**src/rtl/icdt_pkg.sv**
```systemverilog
// Shared types, constants and the month table for the date-time to epoch block.
package icdt_pkg;

  localparam int unsigned YEAR_W = 14;
  localparam int unsigned FIELD_W = 7;
  localparam int unsigned POS_W = 5;
  localparam int unsigned TOD_W = 19;

  localparam logic [POS_W-1:0] POS_YEAR = 5'd0;
  localparam logic [POS_W-1:0] POS_MONTH = 5'd4;
  localparam logic [POS_W-1:0] POS_DAY = 5'd6;
  localparam logic [POS_W-1:0] POS_MARK = 5'd8;
  localparam logic [POS_W-1:0] POS_HOUR = 5'd9;
  localparam logic [POS_W-1:0] POS_MINUTE = 5'd11;
  localparam logic [POS_W-1:0] POS_SECOND = 5'd13;
  localparam logic [POS_W-1:0] POS_ZULU = 5'd15;
  localparam logic [POS_W-1:0] POS_LIMIT = 5'd16;

  localparam logic [7:0] CHAR_ZERO = 8'h30;
  localparam logic [7:0] CHAR_NINE = 8'h39;
  localparam logic [7:0] CHAR_T = 8'h54;

  localparam logic [YEAR_W-1:0] EPOCH_YEAR = 14'd1970;
  localparam logic [31:0] LEAPS_BEFORE_EPOCH = 32'd477;
  localparam logic [31:0] DAYS_PER_YEAR = 32'd365;
  localparam logic [31:0] SECS_PER_DAY = 32'd86400;
  localparam logic [TOD_W-1:0] SECS_PER_HOUR = 19'd3600;
  localparam logic [TOD_W-1:0] SECS_PER_MINUTE = 19'd60;
  localparam logic [3:0] MONTH_MAX = 4'd13;
  localparam logic [3:0] MONTH_MARCH = 4'd3;

  // floor(q / 25) == (q * DIV25_MULT) >> 20 for q below 2^15
  localparam logic [27:0] DIV25_MULT = 28'd41944;
  localparam logic [11:0] DIV25 = 12'd25;

  typedef struct packed {
    logic [YEAR_W-1:0]  year;
    logic [FIELD_W-1:0] month;
    logic [FIELD_W-1:0] day;
    logic [FIELD_W-1:0] hour;
    logic [FIELD_W-1:0] minute;
    logic [FIELD_W-1:0] second;
    logic               too_short;
    logic               use_time;
  } job_t;

  typedef struct packed {
    logic [YEAR_W-1:0]  year;
    logic [6:0]         q_year;
    logic [6:0]         q_prev;
    logic [4:0]         q_prev400;
    logic [11:0]        prev_q4;
    logic [YEAR_W-1:0]  year_off;
    logic               after_epoch;
    logic [FIELD_W-1:0] month;
    logic [FIELD_W-1:0] day;
    logic [FIELD_W-1:0] hour;
    logic [FIELD_W-1:0] minute;
    logic [FIELD_W-1:0] second;
    logic               too_short;
    logic               use_time;
  } yr_t;

  typedef struct packed {
    logic [31:0]      days;
    logic [TOD_W-1:0] tod;
    logic             too_short;
  } day_t;

  function automatic logic [8:0] days_before_month(input logic [3:0] m);
    logic [8:0] d;
    case (m)
      4'd2:    d = 9'd31;
      4'd3:    d = 9'd59;
      4'd4:    d = 9'd90;
      4'd5:    d = 9'd120;
      4'd6:    d = 9'd151;
      4'd7:    d = 9'd181;
      4'd8:    d = 9'd212;
      4'd9:    d = 9'd243;
      4'd10:   d = 9'd273;
      4'd11:   d = 9'd304;
      4'd12:   d = 9'd334;
      4'd13:   d = 9'd365;
      default: d = 9'd0;
    endcase
    return d;
  endfunction

endpackage

```
**src/rtl/ical_datetime_to_epoch.sv**
```systemverilog
// iCalendar date or date-time characters in, Unix seconds out.
// Throughput: one character word per cycle while in_stall is low, results included.
// Path: the edge that takes the last character loads the job register; the job then passes
//   the year stage, day-sum stage and seconds register before the result word is valid.
// Stalls on the output hold the pipeline and back up to in_stall without loss.
// Reset (rst_n low, synchronous) clears position, partial fields and all valids.
module ical_datetime_to_epoch import icdt_pkg::*; (
  input  logic        clk,
  input  logic        rst_n,
  input  logic        in_valid,
  output logic        in_stall,
  input  logic [7:0]  in_character,
  input  logic        in_last,
  output logic        out_valid,
  input  logic        out_stall,
  output logic [31:0] out_epoch_seconds
);

  logic job_valid;
  logic job_ready;
  job_t job;

  icdt_field_acc u_acc (
    .clk          (clk),
    .rst_n        (rst_n),
    .in_valid     (in_valid),
    .in_character (in_character),
    .in_last      (in_last),
    .in_stall     (in_stall),
    .job_ready    (job_ready),
    .job_valid    (job_valid),
    .job          (job)
  );

  icdt_epoch_calc u_calc (
    .clk               (clk),
    .rst_n             (rst_n),
    .job_valid         (job_valid),
    .job               (job),
    .job_ready         (job_ready),
    .out_valid         (out_valid),
    .out_stall         (out_stall),
    .out_epoch_seconds (out_epoch_seconds)
  );

endmodule

```
**src/rtl/icdt_field_acc.sv**
```systemverilog
// Character parser: positional decimal field accumulation and job register.
module icdt_field_acc import icdt_pkg::*; (
  input  logic       clk,
  input  logic       rst_n,
  input  logic       in_valid,
  input  logic [7:0] in_character,
  input  logic       in_last,
  output logic       in_stall,
  input  logic       job_ready,
  output logic       job_valid,
  output job_t       job
);

  typedef enum logic [2:0] {
    SEL_NONE, SEL_YEAR, SEL_MONTH, SEL_DAY, SEL_MARK, SEL_HOUR, SEL_MINUTE, SEL_SECOND
  } sel_t;

  logic [POS_W-1:0]   pos_r, pos_nxt;
  logic [YEAR_W-1:0]  year_r, year_nxt;
  logic [FIELD_W-1:0] month_r, month_nxt, day_r, day_nxt;
  logic [FIELD_W-1:0] hour_r, hour_nxt, minute_r, minute_nxt, second_r, second_nxt;
  logic               stop_r, stop_nxt, tmark_r, tmark_nxt;
  logic               job_v_r;
  job_t               job_r, job_nxt;

  sel_t               sel;
  logic               first;
  logic               is_dig;
  logic [3:0]         dv;
  logic [YEAR_W-1:0]  cur, val;
  logic               accept;

  assign in_stall  = job_v_r && !job_ready;
  assign accept    = in_valid && !in_stall;
  assign job_valid = job_v_r;
  assign job       = job_r;

  always_comb begin
    pos_nxt = (pos_r < POS_LIMIT) ? pos_r + 5'd1 : pos_r;
    sel   = SEL_NONE;
    first = 1'b0;
    if (pos_r < POS_MONTH) begin
      sel = SEL_YEAR;
      first = (pos_r == POS_YEAR);
    end else if (pos_r < POS_DAY) begin
      sel = SEL_MONTH;
      first = (pos_r == POS_MONTH);
    end else if (pos_r < POS_MARK) begin
      sel = SEL_DAY;
      first = (pos_r == POS_DAY);
    end else if (pos_r == POS_MARK) begin
      sel = SEL_MARK;
    end else if (pos_r < POS_MINUTE) begin
      sel = SEL_HOUR;
      first = (pos_r == POS_HOUR);
    end else if (pos_r < POS_SECOND) begin
      sel = SEL_MINUTE;
      first = (pos_r == POS_MINUTE);
    end else if (pos_r < POS_ZULU) begin
      sel = SEL_SECOND;
      first = (pos_r == POS_SECOND);
    end

    case (sel)
      SEL_YEAR:   cur = year_r;
      SEL_MONTH:  cur = YEAR_W'(month_r);
      SEL_DAY:    cur = YEAR_W'(day_r);
      SEL_HOUR:   cur = YEAR_W'(hour_r);
      SEL_MINUTE: cur = YEAR_W'(minute_r);
      SEL_SECOND: cur = YEAR_W'(second_r);
      default:    cur = '0;
    endcase

    is_dig = (in_character >= CHAR_ZERO) && (in_character <= CHAR_NINE);
    dv     = 4'(in_character - CHAR_ZERO);

    // atoi: stop at the first non-digit of the field
    if (first) begin
      stop_nxt = !is_dig;
      val = is_dig ? YEAR_W'(dv) : '0;
    end else if (!stop_r && is_dig) begin
      stop_nxt = stop_r;
      val = 14'(cur * 14'd10) + YEAR_W'(dv);
    end else begin
      stop_nxt = 1'b1;
      val = cur;
    end

    year_nxt   = year_r;
    month_nxt  = month_r;
    day_nxt    = day_r;
    hour_nxt   = hour_r;
    minute_nxt = minute_r;
    second_nxt = second_r;
    tmark_nxt  = tmark_r;
    case (sel)
      SEL_YEAR:   year_nxt = val;
      SEL_MONTH:  month_nxt = val[FIELD_W-1:0];
      SEL_DAY:    day_nxt = val[FIELD_W-1:0];
      SEL_HOUR:   hour_nxt = val[FIELD_W-1:0];
      SEL_MINUTE: minute_nxt = val[FIELD_W-1:0];
      SEL_SECOND: second_nxt = val[FIELD_W-1:0];
      default:    ;
    endcase
    if (sel == SEL_MARK) begin
      tmark_nxt = (in_character == CHAR_T);
      stop_nxt  = stop_r;
    end else if (sel == SEL_NONE) begin
      stop_nxt = stop_r;
    end

    job_nxt.year      = year_nxt;
    job_nxt.month     = month_nxt;
    job_nxt.day       = day_nxt;
    job_nxt.hour      = hour_nxt;
    job_nxt.minute    = minute_nxt;
    job_nxt.second    = second_nxt;
    job_nxt.too_short = (pos_nxt < POS_MARK);
    job_nxt.use_time  = (pos_nxt == POS_LIMIT) && tmark_nxt;
  end

  always_ff @(posedge clk) begin
    if (!rst_n) begin
      pos_r    <= '0;
      year_r   <= '0;
      month_r  <= '0;
      day_r    <= '0;
      hour_r   <= '0;
      minute_r <= '0;
      second_r <= '0;
      stop_r   <= 1'b0;
      tmark_r  <= 1'b0;
      job_v_r  <= 1'b0;
    end else begin
      if (accept && in_last) begin
        pos_r    <= '0;
        year_r   <= '0;
        month_r  <= '0;
        day_r    <= '0;
        hour_r   <= '0;
        minute_r <= '0;
        second_r <= '0;
        stop_r   <= 1'b0;
        tmark_r  <= 1'b0;
      end else if (accept) begin
        pos_r    <= pos_nxt;
        year_r   <= year_nxt;
        month_r  <= month_nxt;
        day_r    <= day_nxt;
        hour_r   <= hour_nxt;
        minute_r <= minute_nxt;
        second_r <= second_nxt;
        stop_r   <= stop_nxt;
        tmark_r  <= tmark_nxt;
      end
      if (accept && in_last) begin
        job_v_r <= 1'b1;
      end else if (job_ready) begin
        job_v_r <= 1'b0;
      end
    end
  end

  always_ff @(posedge clk) begin
    if (accept && in_last) begin
      job_r <= job_nxt;
    end
  end

  a_clear_on_last: assert property (@(posedge clk) disable iff (!rst_n)
    (accept && in_last) |=> (pos_r == '0 && year_r == '0 && !tmark_r))
    else $error("parser state not cleared after last word");

  a_pos_advance: assert property (@(posedge clk) disable iff (!rst_n)
    (accept && !in_last && pos_r < POS_LIMIT) |=> (pos_r == $past(pos_r) + 5'd1))
    else $error("character position did not advance");

  a_job_held: assert property (@(posedge clk) disable iff (!rst_n)
    (job_v_r && !job_ready) |=> (job_v_r && job_r == $past(job_r)))
    else $error("pending job lost while downstream busy");

endmodule

```
**src/rtl/icdt_epoch_calc.sv**
```systemverilog
// Three-stage epoch arithmetic: year division, day and time-of-day sum, seconds scale.
module icdt_epoch_calc import icdt_pkg::*; (
  input  logic        clk,
  input  logic        rst_n,
  input  logic        job_valid,
  input  job_t        job,
  output logic        job_ready,
  output logic        out_valid,
  input  logic        out_stall,
  output logic [31:0] out_epoch_seconds
);

  logic        b_v_r, c_v_r, out_valid_r;
  yr_t         b_r, b_nxt;
  day_t        c_r, c_nxt;
  logic [31:0] out_r, out_nxt;
  logic        free_b, free_c, free_d;

  logic [YEAR_W-1:0] prev;
  logic [27:0]       prod_y, prod_p, prod_p400;

  logic              div4, rem_zero, div100, leap;
  logic [3:0]        mc;
  logic [31:0]       leaps, dby, md;

  assign free_d    = !out_valid_r || !out_stall;
  assign free_c    = !c_v_r || free_d;
  assign free_b    = !b_v_r || free_c;
  assign job_ready = free_b;
  assign out_valid = out_valid_r;
  assign out_epoch_seconds = out_r;

  always_comb begin
    prev      = job.year - 14'd1;
    prod_y    = 28'(job.year[YEAR_W-1:2]) * DIV25_MULT;
    prod_p    = 28'(prev[YEAR_W-1:2]) * DIV25_MULT;
    prod_p400 = 28'(prev[YEAR_W-1:4]) * DIV25_MULT;

    b_nxt.year        = job.year;
    b_nxt.q_year      = prod_y[26:20];
    b_nxt.q_prev      = prod_p[26:20];
    b_nxt.q_prev400   = prod_p400[24:20];
    b_nxt.prev_q4     = prev[YEAR_W-1:2];
    b_nxt.year_off    = job.year - EPOCH_YEAR;
    b_nxt.after_epoch = (job.year > EPOCH_YEAR);
    b_nxt.month       = job.month;
    b_nxt.day         = job.day;
    b_nxt.hour        = job.hour;
    b_nxt.minute      = job.minute;
    b_nxt.second      = job.second;
    b_nxt.too_short   = job.too_short;
    b_nxt.use_time    = job.use_time;
  end

  always_comb begin
    div4     = (b_r.year[1:0] == 2'd0);
    rem_zero = (b_r.year[YEAR_W-1:2] == 12'(12'(b_r.q_year) * DIV25));
    div100   = div4 && rem_zero;
    leap     = div4 && (!div100 || (b_r.q_year[1:0] == 2'd0));

    leaps = 32'(b_r.prev_q4) - 32'(b_r.q_prev) + 32'(b_r.q_prev400);
    dby   = b_r.after_epoch
          ? 32'(32'(b_r.year_off) * DAYS_PER_YEAR) + leaps - LEAPS_BEFORE_EPOCH
          : 32'd0;

    mc = (b_r.month > 7'(MONTH_MAX)) ? MONTH_MAX : b_r.month[3:0];
    md = 32'(days_before_month(mc)) + 32'((mc >= MONTH_MARCH) && leap);

    c_nxt.days      = dby + md + 32'(b_r.day) - 32'd1;
    c_nxt.tod       = b_r.use_time
                    ? TOD_W'(TOD_W'(b_r.hour) * SECS_PER_HOUR)
                      + TOD_W'(TOD_W'(b_r.minute) * SECS_PER_MINUTE)
                      + TOD_W'(b_r.second)
                    : '0;
    c_nxt.too_short = b_r.too_short;
  end

  always_comb begin
    out_nxt = c_r.too_short ? 32'd0 : 32'(c_r.days * SECS_PER_DAY) + 32'(c_r.tod);
  end

  always_ff @(posedge clk) begin
    if (!rst_n) begin
      b_v_r       <= 1'b0;
      c_v_r       <= 1'b0;
      out_valid_r <= 1'b0;
    end else begin
      if (free_b) begin
        b_v_r <= job_valid;
      end
      if (free_c) begin
        c_v_r <= b_v_r;
      end
      if (free_d) begin
        out_valid_r <= c_v_r;
      end
    end
  end

  always_ff @(posedge clk) begin
    if (free_b && job_valid) begin
      b_r <= b_nxt;
    end
    if (free_c && b_v_r) begin
      c_r <= c_nxt;
    end
    if (free_d && c_v_r) begin
      out_r <= out_nxt;
    end
  end

  a_c_to_out: assert property (@(posedge clk) disable iff (!rst_n)
    (c_v_r && free_d) |=> out_valid_r)
    else $error("result stage dropped a word");

  a_short_zero: assert property (@(posedge clk) disable iff (!rst_n)
    (c_v_r && free_d && c_r.too_short) |=> (out_r == 32'd0))
    else $error("short value gave nonzero seconds");

  a_b_held: assert property (@(posedge clk) disable iff (!rst_n)
    (b_v_r && !free_c) |=> (b_v_r && b_r == $past(b_r)))
    else $error("year stage changed while blocked");

endmodule
```
**config.mk**
```make
export PLATFORM = sky130hd
export DESIGN_NAME = ical_datetime_to_epoch
export DESIGN_NICKNAME = d
export VERILOG_FILES = /design/src/rtl/icdt_pkg.sv /design/src/rtl/ical_datetime_to_epoch.sv /design/src/rtl/icdt_field_acc.sv /design/src/rtl/icdt_epoch_calc.sv
export SDC_FILE = /design/constraint.sdc
export NUM_CORES = 1
export LEC_CHECK = 0
export ABC_CLOCK_PERIOD_IN_PS = 25400
export BUFFER_PORTS_ARGS = -buffer_cell sky130_fd_sc_hd__buf_2
export CELL_PAD_IN_SITES_DETAIL_PLACEMENT = 1
export CELL_PAD_IN_SITES_GLOBAL_PLACEMENT = 1
export CORE_MARGIN = 5
export CORE_UTILIZATION = 57
export CTS_BUF_LIST = sky130_fd_sc_hd__clkbuf_4 sky130_fd_sc_hd__clkbuf_8
export CTS_CLUSTER_DIAMETER = 120
export DETAILED_ROUTE_END_ITERATION = 12
export PLACE_DENSITY_LB_ADDON = 0.1
export SYNTH_ARGS = -nofsm -noshare
export SYNTH_HDL_FRONTEND = slang
export SYNTH_SLANG_ARGS = --single-unit
```
**constraint.sdc**
```tcl
create_clock -name clk -period 25.4 [get_ports clk]
set_input_delay 1.27 -clock clk [delete_from_list [all_inputs] [get_ports clk]]
set_output_delay 1.27 -clock clk [all_outputs]
set_load 0.01 [all_outputs]
```
==> Word level (Yosys, flattened, before mapping) <==
Memory sizes are Yosys's and may differ from the RTL's.
Cells that the tools add are included.
{ "classes": {"n_mul": 9, "order_cmp": 13, "div": 0, "n_bitwise": 3, "add_sub_neg": 16, "n_reduce_logical": 32, "n_mux": 32, "n_eq_ne": 17, "shift": 0} }
{ "op_table": {"columns": ["cell", "n"], "rows": [
  ["14-bit case mux with 6 select lines", 1],
  ["12-bit by 13-bit multiplier with 24-bit output, second input constant", 2],
  ["14-bit 2-to-1 mux", 3],
  ["7-bit 2-to-1 mux", 5],
  ["23-bit by 32-bit adder with 32-bit output", 1],
  ["32-bit by 19-bit adder with 32-bit output", 1],
  ["32-bit adder", 1],
  ["32-bit by 5-bit adder with 32-bit output", 1],
  ["32-bit by 7-bit adder with 32-bit output", 1],
  ["32-bit by 10-bit multiplier with 25-bit output, second input constant", 1],
  ["32-bit 2-to-1 mux", 1],
  ["32-bit by 1-bit subtractor with 32-bit output, second input constant", 1],
  ["32-bit by 9-bit subtractor with 32-bit output, second input constant", 1],
  ["5-bit by 4-bit < comparator with 1-bit output, second input constant", 5],
  ["14-bit by 9-bit multiplier with 23-bit output, second input constant", 1],
  ["10-bit by 13-bit multiplier with 22-bit output, second input constant", 1],
  ["3-bit 2-to-1 mux", 7],
  ["5-bit by 4-bit equality test with 1-bit output, second input constant", 4],
  ["19-bit by 13-bit adder with 19-bit output", 1],
  ["19-bit by 7-bit adder with 19-bit output", 1],
  ["7-bit by 8-bit multiplier with 15-bit output, second input constant", 1],
  ["14-bit by 4-bit adder with 14-bit output", 1],
  ["14-bit by 11-bit > comparator with 1-bit output, second input constant", 1],
  ["14-bit by 3-bit multiplier with 13-bit output, second input constant", 1],
  ["other kinds (35)", 78]
]} }
{ "word_totals": {"memories": 1, "latch_bits": 0, "rom_bits": 144, "inputBits": 13, "ram_bits": 0, "output_inout_bits": 34, "reg_bits": 292} }
{ "mem_list": {"columns": ["memory", "depth", "width", "rd", "rd_ports_with_merged_regs", "wr", "line", "text"], "rows": [
  ["(no name shown)", 16, 9, 1, 0, 0, "icdt_pkg.sv:72", "case (m)"]
]} }

==> Longest topological paths before layout <==
{ "depth": {"word_depth": 15, "depth_mapped": 37, "ltp_nobuf": 37} }

==> Modules after synthesis <==
From an unflattened synthesis, not the netlist that was laid out.
{ "unflattened": {"cells_unflattened": 3233, "hier_area_um2": 31287.5} }
{ "modules_own_cells": {"columns": ["mod", "instances", "area_per_inst_um2", "cells_each"], "rows": [
  ["icdt_epoch_calc", 1, 25279.2, 2578],
  ["icdt_field_acc", 1, 6008.3, 655]
]} }

==> Least setup slack after synthesis <==
Ideal clock, no wire load.
{ "synth_timing": {"kind": "input-to-reg", "start": "input port out_stall", "end": "register u_calc.b_r[0] (netlist name) (enable)", "stages": 2, "arrival_time_ns": 8.455, "n_path_buf": 0, "path_slack_ns": 16.247, "cell_sequence": "and3_1 -> a21boi_0"} }
{ "synth_between": {"elab_chain_cells": 5} }
{ "synth_lines": {"columns": ["element", "line", "text"], "rows": [
  ["from (decl)", "ical_datetime_to_epoch.sv:15", "input logic out_stall,"],
  ["1-bit zero test", "icdt_epoch_calc.sv:26", "assign free_d = !out_valid_r || !out_stall;"],
  ["1-bit logical OR", "icdt_epoch_calc.sv:26", null],
  ["1-bit logical OR", "icdt_epoch_calc.sv:27", "assign free_c = !c_v_r || free_d;"],
  ["1-bit logical OR", "icdt_epoch_calc.sv:28", "assign free_b = !b_v_r || free_c;"],
  ["1-bit logical AND", "icdt_epoch_calc.sv:101", "if (free_b && job_valid) begin"],
  ["to (signal assigned)", "icdt_epoch_calc.sv:102", "b_r <= b_nxt;"],
  ["to (decl)", "icdt_epoch_calc.sv:14", "yr_t b_r, b_nxt;"]
]} }
Every way passes these cells.
A chain may end at the register's enable or synchronous reset.

==> reports/qor.csv <==
metric,value,unit
outcome,completed,
max_cap_violations,0,
hpwl,61400,um
netlist_top_cells_area,"ha_1 22%, edfxtp_1 22%, fa_1 17%, inv_1 7.5%, xnor2_1 4.2%",
synth_cell_types,81,
initial_core_util,0.572,
syn_area_per_cell,10.0,um2
critPathKind,reg -> reg,
postSynth.asyncResetShare,0,
gp_congestion,0.857,
clkTransAtPathRegs,0.06,ns
synth_edf_count,224,
clkLatencyLatePin,0.64,ns
slowest_stage,or3_1,
hold_path_class,reg -> reg,
cts.repair.resized,0,
first_global_vias,24600,
drive_gt1_frac,0.0632,
grt_pass1_wl,126000,um
path_max_fanout,9,
fin_crit_sh,0.333,
cp_data_required_time,25.77,ns
stdcell_count,3860,
ant_nets,0,
grt_overflow_total,0,
design.core.area,53500,um2
die_y,242,um
final.setup_skew,0.0201,ns
root_buffer,clkbuf_8,
worst_path_most_repeated_cell,inv_1,
synth-seq-cells,284,
wl_met2,39800,um
ioPinCount,47,
postSynthCellCount,3059,
tns,0,ns
placed_cells,3764,
yosysWarnings,0,
wirelength,75400,um
clkSinkCount,284,
dieArea,58400,um2
via_count,21800,
grtUsageTotal,0.259,
hold_violations,0,
arrival,8.83,ns
finalSetupViolCount,0,
critPathLaunchType,flop,
syn-cell-area,30600,um2
fillers,5885,
wl_met3,2020,um
syn_nets,3876,
nets,3938,
cp-end-kind,flop,
period_minus_slack,8.46,ns
grt_max_degree,79,
synth-main-ff-cell,edfxtp_1,
synth_most_common_cell,inv_1,
portBuffers,46,
via_per_inst,5.65,
wl_per_cell,19.5,um
worstMarginPinSlew,1.20,ns
synthToLayoutAreaGrowth,7.00,%
ys_seq_area_frac,0.259,
met1_length,31900,um
cts_made_buffers,51,
regArea,7930,um2
antenna_found_initial,1,
fmax,118,MHz
rsz0062_at_grt,false,
first_iter_violations,826,
netlist_top_cells_count,"608 x inv_1, 540 x ha_1, 264 x fa_1",
die_x,242,um
clockBufferDepth,3,
multi_input_area,20300,um2
post_cts_buffers,0,
h-tree-depth,2,
rows,85,
synth_top_cell_by_area,ha_1,
cts_tree,yes,
drc,0,
slew_viol_final,0,
synth.top_cell.area_share,0.221,
cts_hold_buf,0,
highest_layer,met4,
max-slew-margin-rel,0.200,
dr.pass1.iters,7,
critPathMaxStageDelay,0.58,ns
==> state kept, by name, summed over array words and instances, names as in the netlist, 5 cells and up <==
register,flops
u_acc.day_r,7
u_acc.pos_r,5
u_acc.month_r,7
u_acc.minute_r,7
u_calc.c_r,45
u_calc.out_epoch_seconds,32
u_acc.job,51
u_acc.year_r,14
u_acc.second_r,7
u_acc.hour_r,7
u_calc.b_r,96
==> critical path, delay by kind of cell (launching register included) <==
| family | cells | cell delay (ns) |
|---|---|---|
| AND/OR/NAND/NOR | 5 | 1.01 |
| XOR/XNOR | 3 | 0.54 |
| buffers and inverters | 5 | 0.73 |
| adder cells (fa/ha/maj) | 8 | 2.97 |
| flip-flops | 1 | 0.35 |
| AO/OA/AOI/OAI | 14 | 2.57 |
==> layer usage <==
| layer | vias up | GRT usage |
|---|---|---|
| met2 | 317 | 0.489 |
| met3 | 119 | 0.0297 |
| met4 | 0 | 0.0633 |
| met5 | - | 0 |
| met1 | 11000 | 0.318 |
| li1 | 10300 | - |
==> metrics by stage <==
| stage | area (um2) | setup WS (ns) | hold WS (ns) | util |
|---|---|---|---|---|
| after CTS | 32700 | 16.95 | 0.419 | 0.612 |
| after floorplan | 30600 | 16.25 | 0.400 | - |
| after global routing | 32700 | 16.20 | 0.431 | 0.612 |
| after detailed placement | 31600 | 16.99 | 0.406 | 0.592 |
| final | 32700 | 16.94 | 0.418 | 0.612 |
| after global placement | 31600 | 17.27 | 0.401 | 0.592 |
==> kinds of logic (layout without fill, tap and decap cells) <==
family                     after synthesis  count (layout)  synth area share
and+or+nand+nor                        595             595            0.0926
muxes                                   28              28           0.00989
adders and majority gates              804             804             0.393
other                                    0               1                 0
xor gates and xnor gates               214             214            0.0617
AOI/OAI and AO/OA                      478             478             0.103
DFF                                    284             284             0.259
buffers and inverters                  656             760            0.0807
==> worst paths after layout <==
path	to	depth (start not counted)	from	slack [ns]
min	u_calc.b_r[10]$_DFFE_PP_	0	u_acc.job[10]$_DFFE_PP_	0.42
max	u_calc.c_r[44]$_DFFE_PP_	35	u_calc.b_r[52]$_DFFE_PP_	16.94
max reg2reg	u_calc.c_r[44]$_DFFE_PP_	35	u_calc.b_r[52]$_DFFE_PP_	16.94
min reg2reg	u_calc.b_r[10]$_DFFE_PP_	0	u_acc.job[10]$_DFFE_PP_	0.42
==> placed cells by master (no fill, tap or decap), types with 20 or more instances in the layout <==
master	netlist	final
xnor2_1	147	147
o21ai_0	77	77
inv_1	608	607
nand3_1	40	40
ha_1	540	540
o21bai_1	24	24
clkbuf_8	0	56
buf_2	5	46
nand2b_1	22	22
and2_1	20	20
xor2_1	66	66
nor3_1	43	41
dfxtp_1	60	60
and3_1	22	22
nor2b_1	35	34
a21o_1	63	63
edfxtp_1	224	224
nand2_1	190	190
fa_1	264	264
a21oi_1	159	159
nor2_1	155	155
==> layout make-up <==
type | instances | area share
clock buffer | 75 | 0.0279
inverter | 608 | 0.0697
tap | 696 | 0.0266
timing repair buffer | 57 | 0.00955
multi-input combinational | 2119 | 0.618
sequential | 284 | 0.242
antenna | 1 | 0.0000764
clock inverter | 20 | 0.00558
Power is left out: the tool's default activity adds up to more than one toggle a clock period on the data nets, which glitch-free logic cannot reach.
